<file path="config.mk">
export PLATFORM = sky130hd
export DESIGN_NAME = raster_test_pattern_generator_core
export DESIGN_NICKNAME = d
export VERILOG_FILES = /design/src/sv/rtpg_pkg.sv /design/src/sv/raster_test_pattern_generator_core.sv /design/src/sv/rtpg_regs.sv /design/src/sv/rtpg_div.sv /design/src/sv/rtpg_dpath.sv /design/src/sv/rtpg_ctrl.sv
export SDC_FILE = /design/constraint.sdc
export NUM_CORES = 1
export LEC_CHECK = 0
export BUFFER_PORTS_ARGS = -buffer_cell sky130_fd_sc_hd__buf_4
export CAP_MARGIN = 15
export CORE_ASPECT_RATIO = 1.75
export CORE_MARGIN = 4
export CORE_UTILIZATION = 60
export DETAILED_ROUTE_END_ITERATION = 6
export HOLD_SLACK_MARGIN = 0.03
export PLACE_DENSITY = 0.91
export SYNTH_ARGS = -nofsm -noshare
export SYNTH_HDL_FRONTEND = slang
export SYNTH_SLANG_ARGS = --single-unit
</file>
<file path="constraint.sdc">
create_clock -name clk -period 10.3 [get_ports clk]
set_input_delay 0.515 -clock clk [delete_from_list [all_inputs] [get_ports clk]]
set_output_delay 0.515 -clock clk [all_outputs]
set_load 0.01 [all_outputs]
</file>
<file path="src/sv/rtpg_pkg.sv">
// Shared types, constants and helpers for the raster test pattern generator.
// Used by every rtpg_* module and by the top level; no dependencies.
package rtpg_pkg;

	localparam int MAX_SIZE_DEF = 512;

	localparam int PIX_W   = 8;  // color component width, also quotient width
	localparam int COORD_W = 9;  // column/row port width
	localparam int SIZE_W  = 10; // image_size register width
	localparam int DATA_W  = 32;
	localparam int ADDR_W  = 4;

	localparam logic [DATA_W-1:0] RNG_DEFAULT = 32'd42;
	localparam int RNG_SH_A = 13;
	localparam int RNG_SH_B = 17;
	localparam int RNG_SH_C = 5;
	localparam logic [PIX_W-1:0] PIX_FULL = 8'd255;

	// Register index = paddr[3:2]
	localparam logic [1:0] REG_PATTERN = 2'd0;
	localparam logic [1:0] REG_SIZE    = 2'd1;
	localparam logic [1:0] REG_SEED    = 2'd2;

	typedef enum logic [1:0] {
		PAT_GRADIENT = 2'd0,
		PAT_CHECKER  = 2'd1,
		PAT_RANDOM   = 2'd2,
		PAT_BLANK    = 2'd3
	} pattern_t;

	typedef struct packed {
		pattern_t             pattern;
		logic [SIZE_W-1:0]    image_size;
		logic [DATA_W-1:0]    seed;
	} cfg_t;

	typedef enum logic [1:0] {
		ST_IDLE,
		ST_DIVIDE,
		ST_WRITE
	} state_t;

	// controller -> datapath
	typedef struct packed {
		logic take;     // input transfer this cycle
		logic div_step; // one quotient bit on both divider lanes
		logic out_load; // move result into output register
	} cmd_t;

	// datapath -> controller
	typedef struct packed {
		logic need_div; // current pattern is gradient
		logic out_free; // output register can be loaded this cycle
	} sts_t;

	function automatic logic [DATA_W-1:0] xorshift32(input logic [DATA_W-1:0] v);
		logic [DATA_W-1:0] t;
		t = v ^ (v << RNG_SH_A);
		t = t ^ (t >> RNG_SH_B);
		t = t ^ (t << RNG_SH_C);
		return t;
	endfunction

endpackage

</file>
<file path="src/sv/raster_test_pattern_generator_core.sv">
// Raster test pattern generator, top level.
// Depends on rtpg_pkg, rtpg_regs, rtpg_ctrl, rtpg_dpath, rtpg_div.
//
// Usage:
// - APB port sets pattern (addr 0), image_size (addr 4) and seed (addr 8);
//   pready is tied high. Write registers only while no request is in flight.
// - Each request transfer (request_valid/request_ready) yields exactly one
//   pixel transfer (pixel_valid/pixel_ready) in row-major order. restart=1
//   begins a new frame at 0,0 and reloads the generator from seed.
// - Sequence per request: gradient loads the divider lanes at the accept
//   edge, runs eight divide steps on two parallel radix-2 lanes, then one
//   write; checker, random and blank go from accept straight to the write.
//   A new request can be accepted in the cycle after the write, so no request
//   is taken before the previous pixel is loaded into the output register.
// - The output register decouples the two sides: the next request is taken
//   and computed while the previous pixel waits. If the receiver stalls, the
//   finished pixel is held in the write state until the output frees up.
// - Reset: registers return to gradient, 512x512, seed 0; the first request
//   opens a new frame. pixel_valid drops, nothing is pending.
module raster_test_pattern_generator_core
	import rtpg_pkg::*;
#(
	parameter int MAX_SIZE = MAX_SIZE_DEF
) (
	input  logic               clk,
	input  logic               arst_n,
	// configuration
	input  logic               psel,
	input  logic               penable,
	input  logic               pwrite,
	input  logic [ADDR_W-1:0]  paddr,
	input  logic [DATA_W-1:0]  pwdata,
	output logic [DATA_W-1:0]  prdata,
	output logic               pready,
	// request channel
	input  logic               request_valid,
	output logic               request_ready,
	input  logic               restart,
	// pixel channel
	output logic               pixel_valid,
	input  logic               pixel_ready,
	output logic [PIX_W-1:0]   red,
	output logic [PIX_W-1:0]   green,
	output logic [PIX_W-1:0]   blue,
	output logic [COORD_W-1:0] column,
	output logic [COORD_W-1:0] row,
	output logic               last_pixel
);

	cfg_t cfg;
	cmd_t cmd;
	sts_t sts;

	assign pready = 1'b1;

	rtpg_regs u_regs (
		.clk     (clk),
		.arst_n  (arst_n),
		.psel    (psel),
		.penable (penable),
		.pwrite  (pwrite),
		.paddr   (paddr),
		.pwdata  (pwdata),
		.prdata  (prdata),
		.cfg     (cfg)
	);

	// sequencing: idle -> (divide) -> write
	rtpg_ctrl u_ctrl (
		.clk           (clk),
		.arst_n        (arst_n),
		.request_valid (request_valid),
		.request_ready (request_ready),
		.sts           (sts),
		.cmd           (cmd)
	);

	// counters, generator, dividers and output register
	rtpg_dpath #(.MAX_SIZE(MAX_SIZE)) u_dpath (
		.clk         (clk),
		.arst_n      (arst_n),
		.cfg         (cfg),
		.cmd         (cmd),
		.sts         (sts),
		.restart     (restart),
		.pixel_ready (pixel_ready),
		.pixel_valid (pixel_valid),
		.red         (red),
		.green       (green),
		.blue        (blue),
		.column      (column),
		.row         (row),
		.last_pixel  (last_pixel)
	);

endmodule

</file>
<file path="src/sv/rtpg_regs.sv">
// APB configuration registers: pattern, image_size, seed.
// Depends on rtpg_pkg.
module rtpg_regs
	import rtpg_pkg::*;
(
	input  logic              clk,
	input  logic              arst_n,
	input  logic              psel,
	input  logic              penable,
	input  logic              pwrite,
	input  logic [ADDR_W-1:0] paddr,
	input  logic [DATA_W-1:0] pwdata,
	output logic [DATA_W-1:0] prdata,
	output cfg_t              cfg
);

	cfg_t cfg_q;
	logic wr_en;

	assign wr_en = psel & penable & pwrite;

	always_ff @(posedge clk or negedge arst_n) begin
		if (!arst_n) begin
			cfg_q.pattern    <= PAT_GRADIENT;
			cfg_q.image_size <= SIZE_W'(512);
			cfg_q.seed       <= '0;
		end else if (wr_en) begin
			unique case (paddr[3:2])
				REG_PATTERN: cfg_q.pattern    <= pattern_t'(pwdata[1:0]);
				REG_SIZE:    cfg_q.image_size <= pwdata[SIZE_W-1:0];
				REG_SEED:    cfg_q.seed       <= pwdata;
				default: ;
			endcase
		end
	end

	always_comb begin
		unique case (paddr[3:2])
			REG_PATTERN: prdata = DATA_W'(cfg_q.pattern);
			REG_SIZE:    prdata = DATA_W'(cfg_q.image_size);
			REG_SEED:    prdata = cfg_q.seed;
			default:     prdata = '0;
		endcase
	end

	assign cfg = cfg_q;

endmodule

</file>
<file path="src/sv/rtpg_div.sv">
// Restoring radix-2 divider lane, one quotient bit per step, PIX_W steps.
// Quotient must fit PIX_W bits (numer < divisor << PIX_W). Depends on rtpg_pkg.
module rtpg_div
	import rtpg_pkg::*;
#(
	parameter int CW = 9
) (
	input  logic                  clk,
	input  logic                  load,
	input  logic                  step,
	input  logic [CW+PIX_W-1:0]   numer,
	input  logic [CW-1:0]         divisor,
	output logic [PIX_W-1:0]      quot
);

	logic [CW-1:0]    rem_q;
	logic [CW-1:0]    div_q;
	logic [PIX_W-1:0] quot_q; // low numerator bits shift out, quotient bits shift in
	logic [CW:0]      trial;
	logic             fits;

	assign trial = {rem_q, quot_q[PIX_W-1]};
	assign fits  = trial >= {1'b0, div_q};

	always_ff @(posedge clk) begin
		if (load) begin
			rem_q  <= numer[CW+PIX_W-1:PIX_W];
			quot_q <= numer[PIX_W-1:0];
			div_q  <= divisor;
		end else if (step) begin
			rem_q  <= fits ? CW'(trial - {1'b0, div_q}) : CW'(trial);
			quot_q <= {quot_q[PIX_W-2:0], fits};
		end
	end

	assign quot = quot_q;

endmodule

</file>
<file path="src/sv/rtpg_dpath.sv">
// Datapath: raster counters, xorshift32 generator, two divider lanes
// for the gradient and the output register. Depends on rtpg_pkg, rtpg_div.
module rtpg_dpath
	import rtpg_pkg::*;
#(
	parameter int MAX_SIZE = MAX_SIZE_DEF
) (
	input  logic               clk,
	input  logic               arst_n,
	input  cfg_t               cfg,
	input  cmd_t               cmd,
	output sts_t               sts,
	input  logic               restart,
	input  logic               pixel_ready,
	output logic               pixel_valid,
	output logic [PIX_W-1:0]   red,
	output logic [PIX_W-1:0]   green,
	output logic [PIX_W-1:0]   blue,
	output logic [COORD_W-1:0] column,
	output logic [COORD_W-1:0] row,
	output logic               last_pixel
);

	localparam int CW = (MAX_SIZE > 1) ? $clog2(MAX_SIZE) : 1;  // counter width
	localparam int SW = $clog2(MAX_SIZE + 1);                     // side width
	localparam int LW = (SW > SIZE_W) ? SW : SIZE_W;
	localparam int NW = CW + PIX_W;

	logic [CW-1:0]      col_q, row_q;
	logic               frame_open_q;
	logic [DATA_W-1:0]  rng_q;

	logic [CW-1:0]      x_q, y_q;
	logic               last_q, grad_q;
	logic [PIX_W-1:0]   red_q, green_q, blue_q;

	logic               out_valid_q;
	logic [PIX_W-1:0]   red_out_q, green_out_q, blue_out_q;
	logic [COORD_W-1:0] col_out_q, row_out_q;
	logic               last_out_q;

	logic [LW-1:0]      size_ext, side_l;
	logic [SW-1:0]      side;
	logic [CW-1:0]      side_m1, divisor, x, y, g_span;
	logic               frame_start, last;
	logic [DATA_W-1:0]  rng_base, rnd1, rnd2, rnd3;
	logic [NW-1:0]      numer_r, numer_g;
	logic [PIX_W-1:0]   quot_r, quot_g, chk;

	always_comb begin
		size_ext = LW'(cfg.image_size);
		if (size_ext == '0) begin
			side_l = LW'(1);
		end else if (size_ext > LW'(MAX_SIZE)) begin
			side_l = LW'(MAX_SIZE);
		end else begin
			side_l = size_ext;
		end
		side    = SW'(side_l);
		side_m1 = CW'(side - SW'(1));
		divisor = (side == SW'(1)) ? CW'(1) : side_m1;

		// frame restarts on request, after a finished frame, or when size shrank
		frame_start = restart | ~frame_open_q
			| (SW'(col_q) >= side) | (SW'(row_q) >= side);
		x = frame_start ? '0 : col_q;
		y = frame_start ? '0 : row_q;
		last = (x == side_m1) && (y == side_m1);

		rng_base = frame_start ? ((cfg.seed == '0) ? RNG_DEFAULT : cfg.seed) : rng_q;
		rnd1 = xorshift32(rng_base);
		rnd2 = xorshift32(rnd1);
		rnd3 = xorshift32(rnd2);

		// v*255 = (v << 8) - v
		g_span  = divisor - y;
		numer_r = {x, {PIX_W{1'b0}}} - NW'(x);
		numer_g = {g_span, {PIX_W{1'b0}}} - NW'(g_span);

		chk = (x[0] ^ y[0]) ? '0 : PIX_FULL;
	end

	rtpg_div #(.CW(CW)) u_div_red (
		.clk     (clk),
		.load    (cmd.take),
		.step    (cmd.div_step),
		.numer   (numer_r),
		.divisor (divisor),
		.quot    (quot_r)
	);

	rtpg_div #(.CW(CW)) u_div_green (
		.clk     (clk),
		.load    (cmd.take),
		.step    (cmd.div_step),
		.numer   (numer_g),
		.divisor (divisor),
		.quot    (quot_g)
	);

	// raster position and generator state
	always_ff @(posedge clk or negedge arst_n) begin
		if (!arst_n) begin
			col_q        <= '0;
			row_q        <= '0;
			frame_open_q <= 1'b0;
			rng_q        <= RNG_DEFAULT;
		end else if (cmd.take) begin
			rng_q <= (cfg.pattern == PAT_RANDOM) ? rnd3 : rng_base;
			if (last) begin
				col_q        <= '0;
				row_q        <= '0;
				frame_open_q <= 1'b0;
			end else if (x == side_m1) begin
				col_q        <= '0;
				row_q        <= y + CW'(1);
				frame_open_q <= 1'b1;
			end else begin
				col_q        <= x + CW'(1);
				row_q        <= y;
				frame_open_q <= 1'b1;
			end
		end
	end

	// item held while the dividers run
	always_ff @(posedge clk) begin
		if (cmd.take) begin
			x_q    <= x;
			y_q    <= y;
			last_q <= last;
			grad_q <= (cfg.pattern == PAT_GRADIENT);
			unique case (cfg.pattern)
				PAT_CHECKER: begin
					red_q   <= chk;
					green_q <= chk;
					blue_q  <= chk;
				end
				PAT_RANDOM: begin
					red_q   <= rnd1[PIX_W-1:0];
					green_q <= rnd2[PIX_W-1:0];
					blue_q  <= rnd3[PIX_W-1:0];
				end
				default: begin
					red_q   <= '0;
					green_q <= '0;
					blue_q  <= '0;
				end
			endcase
		end
	end

	always_ff @(posedge clk or negedge arst_n) begin
		if (!arst_n) begin
			out_valid_q <= 1'b0;
		end else if (cmd.out_load) begin
			out_valid_q <= 1'b1;
		end else if (pixel_ready) begin
			out_valid_q <= 1'b0;
		end
	end

	always_ff @(posedge clk) begin
		if (cmd.out_load) begin
			red_out_q   <= grad_q ? quot_r : red_q;
			green_out_q <= grad_q ? quot_g : green_q;
			blue_out_q  <= blue_q;
			col_out_q   <= COORD_W'(x_q);
			row_out_q   <= COORD_W'(y_q);
			last_out_q  <= last_q;
		end
	end

	assign sts.need_div = (cfg.pattern == PAT_GRADIENT);
	assign sts.out_free = ~out_valid_q | pixel_ready;

	assign pixel_valid = out_valid_q;
	assign red         = red_out_q;
	assign green       = green_out_q;
	assign blue        = blue_out_q;
	assign column      = col_out_q;
	assign row         = row_out_q;
	assign last_pixel  = last_out_q;

endmodule

</file>
<file path="src/sv/rtpg_ctrl.sv">
// Controller FSM: accept, PIX_W divide steps for gradient, write to output.
// Depends on rtpg_pkg.
module rtpg_ctrl
	import rtpg_pkg::*;
(
	input  logic clk,
	input  logic arst_n,
	input  logic request_valid,
	output logic request_ready,
	input  sts_t sts,
	output cmd_t cmd
);

	localparam int STEP_W = $clog2(PIX_W);
	localparam logic [STEP_W-1:0] STEP_LAST = STEP_W'(PIX_W - 1);

	state_t            state_q, state_d;
	logic [STEP_W-1:0] step_q;

	always_ff @(posedge clk or negedge arst_n) begin
		if (!arst_n) begin
			state_q <= ST_IDLE;
			step_q  <= '0;
		end else begin
			state_q <= state_d;
			if (state_q == ST_DIVIDE) begin
				step_q <= step_q + STEP_W'(1);
			end else begin
				step_q <= '0;
			end
		end
	end

	always_comb begin
		state_d = state_q;
		unique case (state_q)
			ST_IDLE: begin
				if (request_valid) begin
					state_d = sts.need_div ? ST_DIVIDE : ST_WRITE;
				end
			end
			ST_DIVIDE: begin
				if (step_q == STEP_LAST) begin
					state_d = ST_WRITE;
				end
			end
			ST_WRITE: begin
				if (sts.out_free) begin
					state_d = ST_IDLE;
				end
			end
			default: state_d = ST_IDLE;
		endcase
	end

	always_comb begin
		request_ready = 1'b0;
		cmd           = '0;
		unique case (state_q)
			ST_IDLE: begin
				request_ready = 1'b1;
				cmd.take      = request_valid;
			end
			ST_DIVIDE: cmd.div_step = 1'b1;
			ST_WRITE:  cmd.out_load = sts.out_free;
			default: ;
		endcase
	end

endmodule

</file>
Word-level counts from Yosys, hierarchy flattened
Cells that the tools add are included.

storage, ports and cells
  flip-flop bits (word level) = 231
  input port bits = 44
  output and inout port bits = 78
  logic and storage cells = 127

operators by class
  add/subtract/negate cells = 9
  $lt $le $gt $ge = 5
  equality and inequality tests = 13
  multiplexer cells = 42
  bitwise operators = 18
  reductions and logical operators = 12

operators with widths
  operator                number
  $xor A32 B32 Y32        6
  $mux W9                 13
  $mux W32                3
  $pmux W32 S3            1
  $xor A32 B15 Y32        3
  $mux W8                 7
  $pmux W8 S2             3
  $sub A17 B9 Y17         2
  $logic_not A32 Y1       1
  $sub A9 B9 Y9           3
  $ge A10 B9 Y1           2
  $ge A9 B10 Y1           2
  $mux W10                2
  $add A9 B1 Y9 const B   2
  $eq A9 B9 Y1            2
  $eq A10 B1 Y1 const B   1
  $gt A10 B10 Y1 const B  1
  $logic_not A10 Y1       1
  $sub A9 B1 Y9 const B   1
  $mux W2                 4
  $mux W1                 7
  $eq A2 B1 Y1 const B    3
  $eq A2 B2 Y1 const B    3
  $logic_not A2 Y1        3
  other kinds (14)        23

Depth between registers and ports, before layout
  depth after elaboration = 17
  mapped depth = 33
  gate-level depth less buffers = 27

Hierarchy
From an unflattened synthesis, not the netlist that was laid out.

second synthesis, totals
  cell total of the unflattened synthesis = 1550
  area, all modules = 16447.0 um2

by module, submodules not included
  module                              times used  cells each  area an instance (um2)  sequential area each (um2)
  rtpg_dpath                          1           1123        11098.1                 3917.5
  rtpg_div                            2           132         1554.0                  780.7
  rtpg_regs                           1           139         1985.7                  1102.3
  rtpg_ctrl                           1           22          244.0                   125.1
  raster_test_pattern_generator_core  1           2           11.3                    0.0

Worst setup path before layout
OpenSTA, ideal clock, no wires.

  kind = register to register
  start point = register u_regs.cfg_q, in the netlist u_regs.cfg[38]
  end point = register u_dpath.u_div_green.rem_q[4] (data pin)
  library setup time = 0.347 ns
  arrival time = 5.979 ns
  required time = 9.953 ns
  setup slack = 3.973 ns
  cell stages (with the launch flop) = 33
  buffers on the path = 6
  period minus slack after synthesis = 6.327 ns
  cells stage by stage = dfrtp_1 -> clkbuf_1 -> nor4_1 -> a31oi_1 -> nor2_1 -> ha_1 -> nand2b_1 -> a21oi_1 -> o21ai_1 -> a22oi_2 -> nand2_4 -> buf_8 -> buf_6 -> clkbuf_1 -> buf_2 -> buf_1 -> nor2_1 -> ha_1 -> fa_1 -> nor2b_1 -> o21ai_0 -> a21boi_0 -> o21ai_0 -> a21boi_0 -> o21ai_0 -> nand2b_1 -> xnor2_1 -> ha_1 -> nand2_1 -> inv_1 -> a311oi_1 -> xnor2_1 -> a21oi_1

on the way
  word-level cells in the longest chain between the ends = 10
  elaborated cells on any way between the ends = 15

ends and longest elaborated chain
  what                    RTL line          RTL
  from (decl)             rtpg_regs.sv:17   cfg_t cfg_q;
  $gt A10 B10 Y1          rtpg_dpath.sv:54  end else if (size_ext > LW'(MAX_SIZE)) begin
  $mux W10                rtpg_dpath.sv:54
  $mux W10 (*)            rtpg_dpath.sv:52  if (size_ext == '0) begin
  $ge A9 B10 Y1           rtpg_dpath.sv:65  | (SW'(col_q) >= side) | (SW'(row_q) >= side);
  $or A1 B1 Y1            rtpg_dpath.sv:65
  $or A1 B1 Y1 (*)        rtpg_dpath.sv:65
  $mux W9 (*)             rtpg_dpath.sv:67  y = frame_start ? '0 : row_q;
  named net u_dpath.y[0]  rtpg_dpath.sv:44  logic [CW-1:0] side_m1, divisor, x, y, g_span;
  $sub A9 B9 Y9 (*)       rtpg_dpath.sv:76  g_span = divisor - y;
  $sub A17 B9 Y17 (*)     rtpg_dpath.sv:78  numer_g = {g_span, {PIX_W{1'b0}}} - NW'(g_span);
  $mux W9 (*)             rtpg_div.sv:26    if (load) begin
  to (signal assigned)    rtpg_div.sv:27    rem_q <= numer[CW+PIX_W-1:PIX_W];
  to (signal assigned)    rtpg_div.sv:31    rem_q <= fits ? CW'(trial - {1'b0, div_q}) : CW'(trial);
  to (decl)               rtpg_div.sv:16    logic [CW-1:0] rem_q;

The timed path passes the listed nets; every way through them passes the cells marked *.
A chain may end at the register's enable or synchronous reset.

Final worst setup path
Ends and elaborated chain as after synthesis.

==> out/metrics.csv <==
stage,metric,value,unit
global_routing,first-pass GRT wire length,67.95,mm
clocking,Clock Pin Slew Worst Setup and Hold Paths,0.07,ns
timing,Final period util,63.32,%
global_routing,initial antenna violation count,0,
place,DP Wirelength,32.64,mm
clocking,maximum clock path buffer count,3,
clocking,cts hold-fix bufs,0,
synthesis,Synth Flop Type,edfxtp_1,
timing,RSZ-0062 raised after global routing,no,
timing,Final Skew,0.01383,ns
routing,drt drc,0,
clocking,setup bufs post-CTS,0,
timing,Slew headroom,21.41,%
synthesis,#FFs+latches synth,231,
clocking,Clock Tree Root,clkbuf_16,
setup_path,r2r endpoint,u_dpath.u_div_green.rem_q[4],
floorplan,Die W,130.3,microns
layout,ant diodes,0,
setup_path,Worst Reg-to-Reg Cells,26,
timing,max-slew violation count,0,
synthesis,cell taking the most area after synthesis,edfxtp_1,
setup_path,maximum fanout along the worst path,32,
routing,drt total wl,43.97,mm
timing,setup tns final,0,ns
run_status,status,completed,
timing,final hold vios,0,
layout,nets,1697,
synthesis,Synth area leaders,"edfxtp_1, dfrtp_1, xnor2_1, xor2_1, ha_1",
setup_path,Startpoint Class,flip-flop,
floorplan,core area,25860,sq um
job,max-cap viol count,0,
synthesis,syn_nets,1634,
setup_path,arrival time of the worst setup path,6.76,ns
synthesis,Post-synth top cells,"xnor2_1, edfxtp_1, xor2_1",
synthesis,Syn Area/Cell,10.26,sq um
layout,Area Growth Syn to Fin,11.59,%
setup_path,Worst Setup End Kind,flip-flop,
synthesis,Yosys top cell area share,24.86,%
layout,Finished Cell Area,17520,sq um
clocking,clock sinks,231,
floorplan,Cell Rows,78,
timing,fmax,0.1533,GHz
global_routing,Tot GR Track Use,30.38,%
place,DP Area,16690,sq um
place,PortBufs,118,
clocking,CTS tree,done,
clocking,PostCTS Resize Cnt,0,
layout,layout cells sized above 1,17.40,%
timing,post-layout min period,6.522,ns
timing,# setup viols final,0,
routing,Avg WL per Cell,22.79,microns
synthesis,synthesis warning total,0,
setup_path,Worst Path Required,10.54,ns
clocking,htree depth,1,
hold_path,min-delay worst type,in2async,
synthesis,"Seq/Total Area, Yosys",40.99,%
place,routability cong.,1.010,
floorplan,# IOs,122,
floorplan,initial core utilization,60.72,%
synthesis,Yosys cell types,90,
synthesis,Mapped Area,15700,sq um
setup_path,Worst R2R Setup Slack,3.78,ns
floorplan,die area,28930,sq um
routing,DRC marker count from the first detailed-route iteration,932,
routing,vias per cell,6.305,
floorplan,die height,222.0,microns
routing,Final ANT Viol Nets,0,
routing,DR pass1 iterations,6,
clocking,worst skew pair latency,0.53,ns
synthesis,post-synthesis instance total,1530,
global_routing,number of global-route vias before repair,12270,
routing,via count,12160,
synthesis,Post-synth EDFFs,130,
global_routing,"Remaining Overflow, GRT",0,
synthesis,"count leader, synth",xnor2_1,
clocking,total CTS buffers,22,
synthesis,share of flip-flops with an asynchronous set or reset,43.72,%
setup_path,worst reg2reg path startpoint,u_regs.cfg[38],
timing,Worst-Margin Slew,1.179,ns
global_routing,largest net degree at the start of global routing,76,
setup_path,WS Path Type,reg2reg,
[metal layers]
layer	vias up	wire, microns	global-route usage (%)
li1	5560	-	-
met1	5882	14410	31.69
met2	537	23190	54.20
met3	183	2254	3.086
met4	0	4104	23.15
met5	-	0	0
[worst max path at each step]
stage,startpoint,to,slack (ns),cells past startpoint
after floorplan,u_regs.cfg[38],u_dpath.u_div_green.rem_q[4],3.97,32
after global placement,u_regs.cfg[38],u_dpath.u_div_green.rem_q[4],4.10,26
after detailed placement,u_regs.cfg[38],u_dpath.u_div_green.rem_q[4],3.95,26
after CTS,u_regs.cfg[38],u_dpath.u_div_green.rem_q[4],3.89,26
after global routing,u_regs.cfg[35],u_dpath.u_div_green.rem_q[4],3.22,26
final,u_regs.cfg[38],u_dpath.u_div_green.rem_q[4],3.78,26
[worst max-delay path, cell delays in order (launching register included)]
cell and delay [ns]:
dfrtp_1 0.51, nor4_1 0.43, a31oi_1 0.16, nor2_1 0.49, ha_1 0.33, nand2b_1 0.14
a21oi_1 0.14, o21ai_1 0.09, a22oi_2 0.28, nand2_4 0.27, nor2_1 0.29, ha_1 0.22
fa_1 0.25, nor2b_1 0.06, o21ai_0 0.22, a21boi_0 0.18, o21ai_0 0.25, a21boi_0 0.15
o21ai_0 0.16, nand2b_1 0.08, xnor2_1 0.41, ha_1 0.37, nand2_1 0.11, inv_1 0.07
a311oi_1 0.31, xnor2_1 0.15, a21oi_1 0.08
[through the flow]
| step | hold slack [ns] | util (%) | std cells | worst slack (ns) |
|---|---|---|---|---|
| 2_1_floorplan | 0.2194 | - | 1530 | 3.973 |
| 5_1_grt | 0.1421 | 67.75 | 1929 | 3.224 |
| 3_3_place_gp | 0.4006 | 64.53 | 1888 | 4.104 |
| 6_report | 0.08569 | 67.75 | 1929 | 3.778 |
| 3_5_place_dp | 0.4045 | 64.53 | 1888 | 3.953 |
| 4_1_cts | 0.1077 | 67.67 | 1928 | 3.891 |
[area by class of cell]
cell class | instances | area [sq um]
fill | 1899 | 8341
clock buffer | 31 | 656.9
multi-input combinational | 1155 | 8673
inverter | 50 | 188.9
clock inverter | 9 | 155.1
sequential | 231 | 6436
timing repair buffer | 133 | 1011
tap | 320 | 400.4
[sequential cells by signal, summed over array words and instances, names as in the netlist, 9 cells and up]
name and cells:
u_dpath.y_q 9, u_regs.cfg 44, u_dpath.u_div_red.div_q 9, u_dpath.column 9, u_dpath.u_div_red.rem_q 9, u_dpath.rng_q 32
u_dpath.x_q 9, u_dpath.u_div_green.rem_q 9, u_dpath.col_q 9, u_dpath.row_q 9, u_dpath.row 9
[cell usage in the layout (no fill, tap or decap), types with 5 or more instances in the layout]
master	netlist	final
xnor2_1	183	183
buf_4	2	132
edfxtp_1	130	130
xor2_1	107	107
dfrtp_1	97	97
nand2_1	97	96
nor2_1	85	83
o21ai_0	80	80
a21oi_1	78	78
mux2_2	63	63
ha_1	57	57
inv_1	47	47
and2_1	29	29
nor2b_1	27	27
mux2i_1	25	25
nand3_1	24	24
clkbuf_16	0	24
and3_1	23	23
nand2b_1	22	22
o22ai_1	17	17
a21boi_0	16	16
nand4_1	15	15
a21o_1	14	14
a31oi_1	13	13
a22oi_1	13	13
nor3_1	12	12
a22o_1	10	10
a211oi_1	10	10
nor4_1	9	9
o22a_1	9	9
o21ai_1	8	8
xnor2_2	8	8
o31ai_1	8	8
mux2i_4	5	5
a221o_1	5	5
[cells by family after synthesis]
group	Yosys count	share of synthesized area, %
mux	98	7.275
compound gates	322	13.25
xor+xnor	302	17.51
buf+inv	144	3.888
flops	231	40.99
other cells	1	0.02388
simple gates	372	12.14
fa+ha+maj	60	4.924
Power is not shown: default switching activity piles up to over one toggle a cycle in this logic, so the estimate is an artifact.
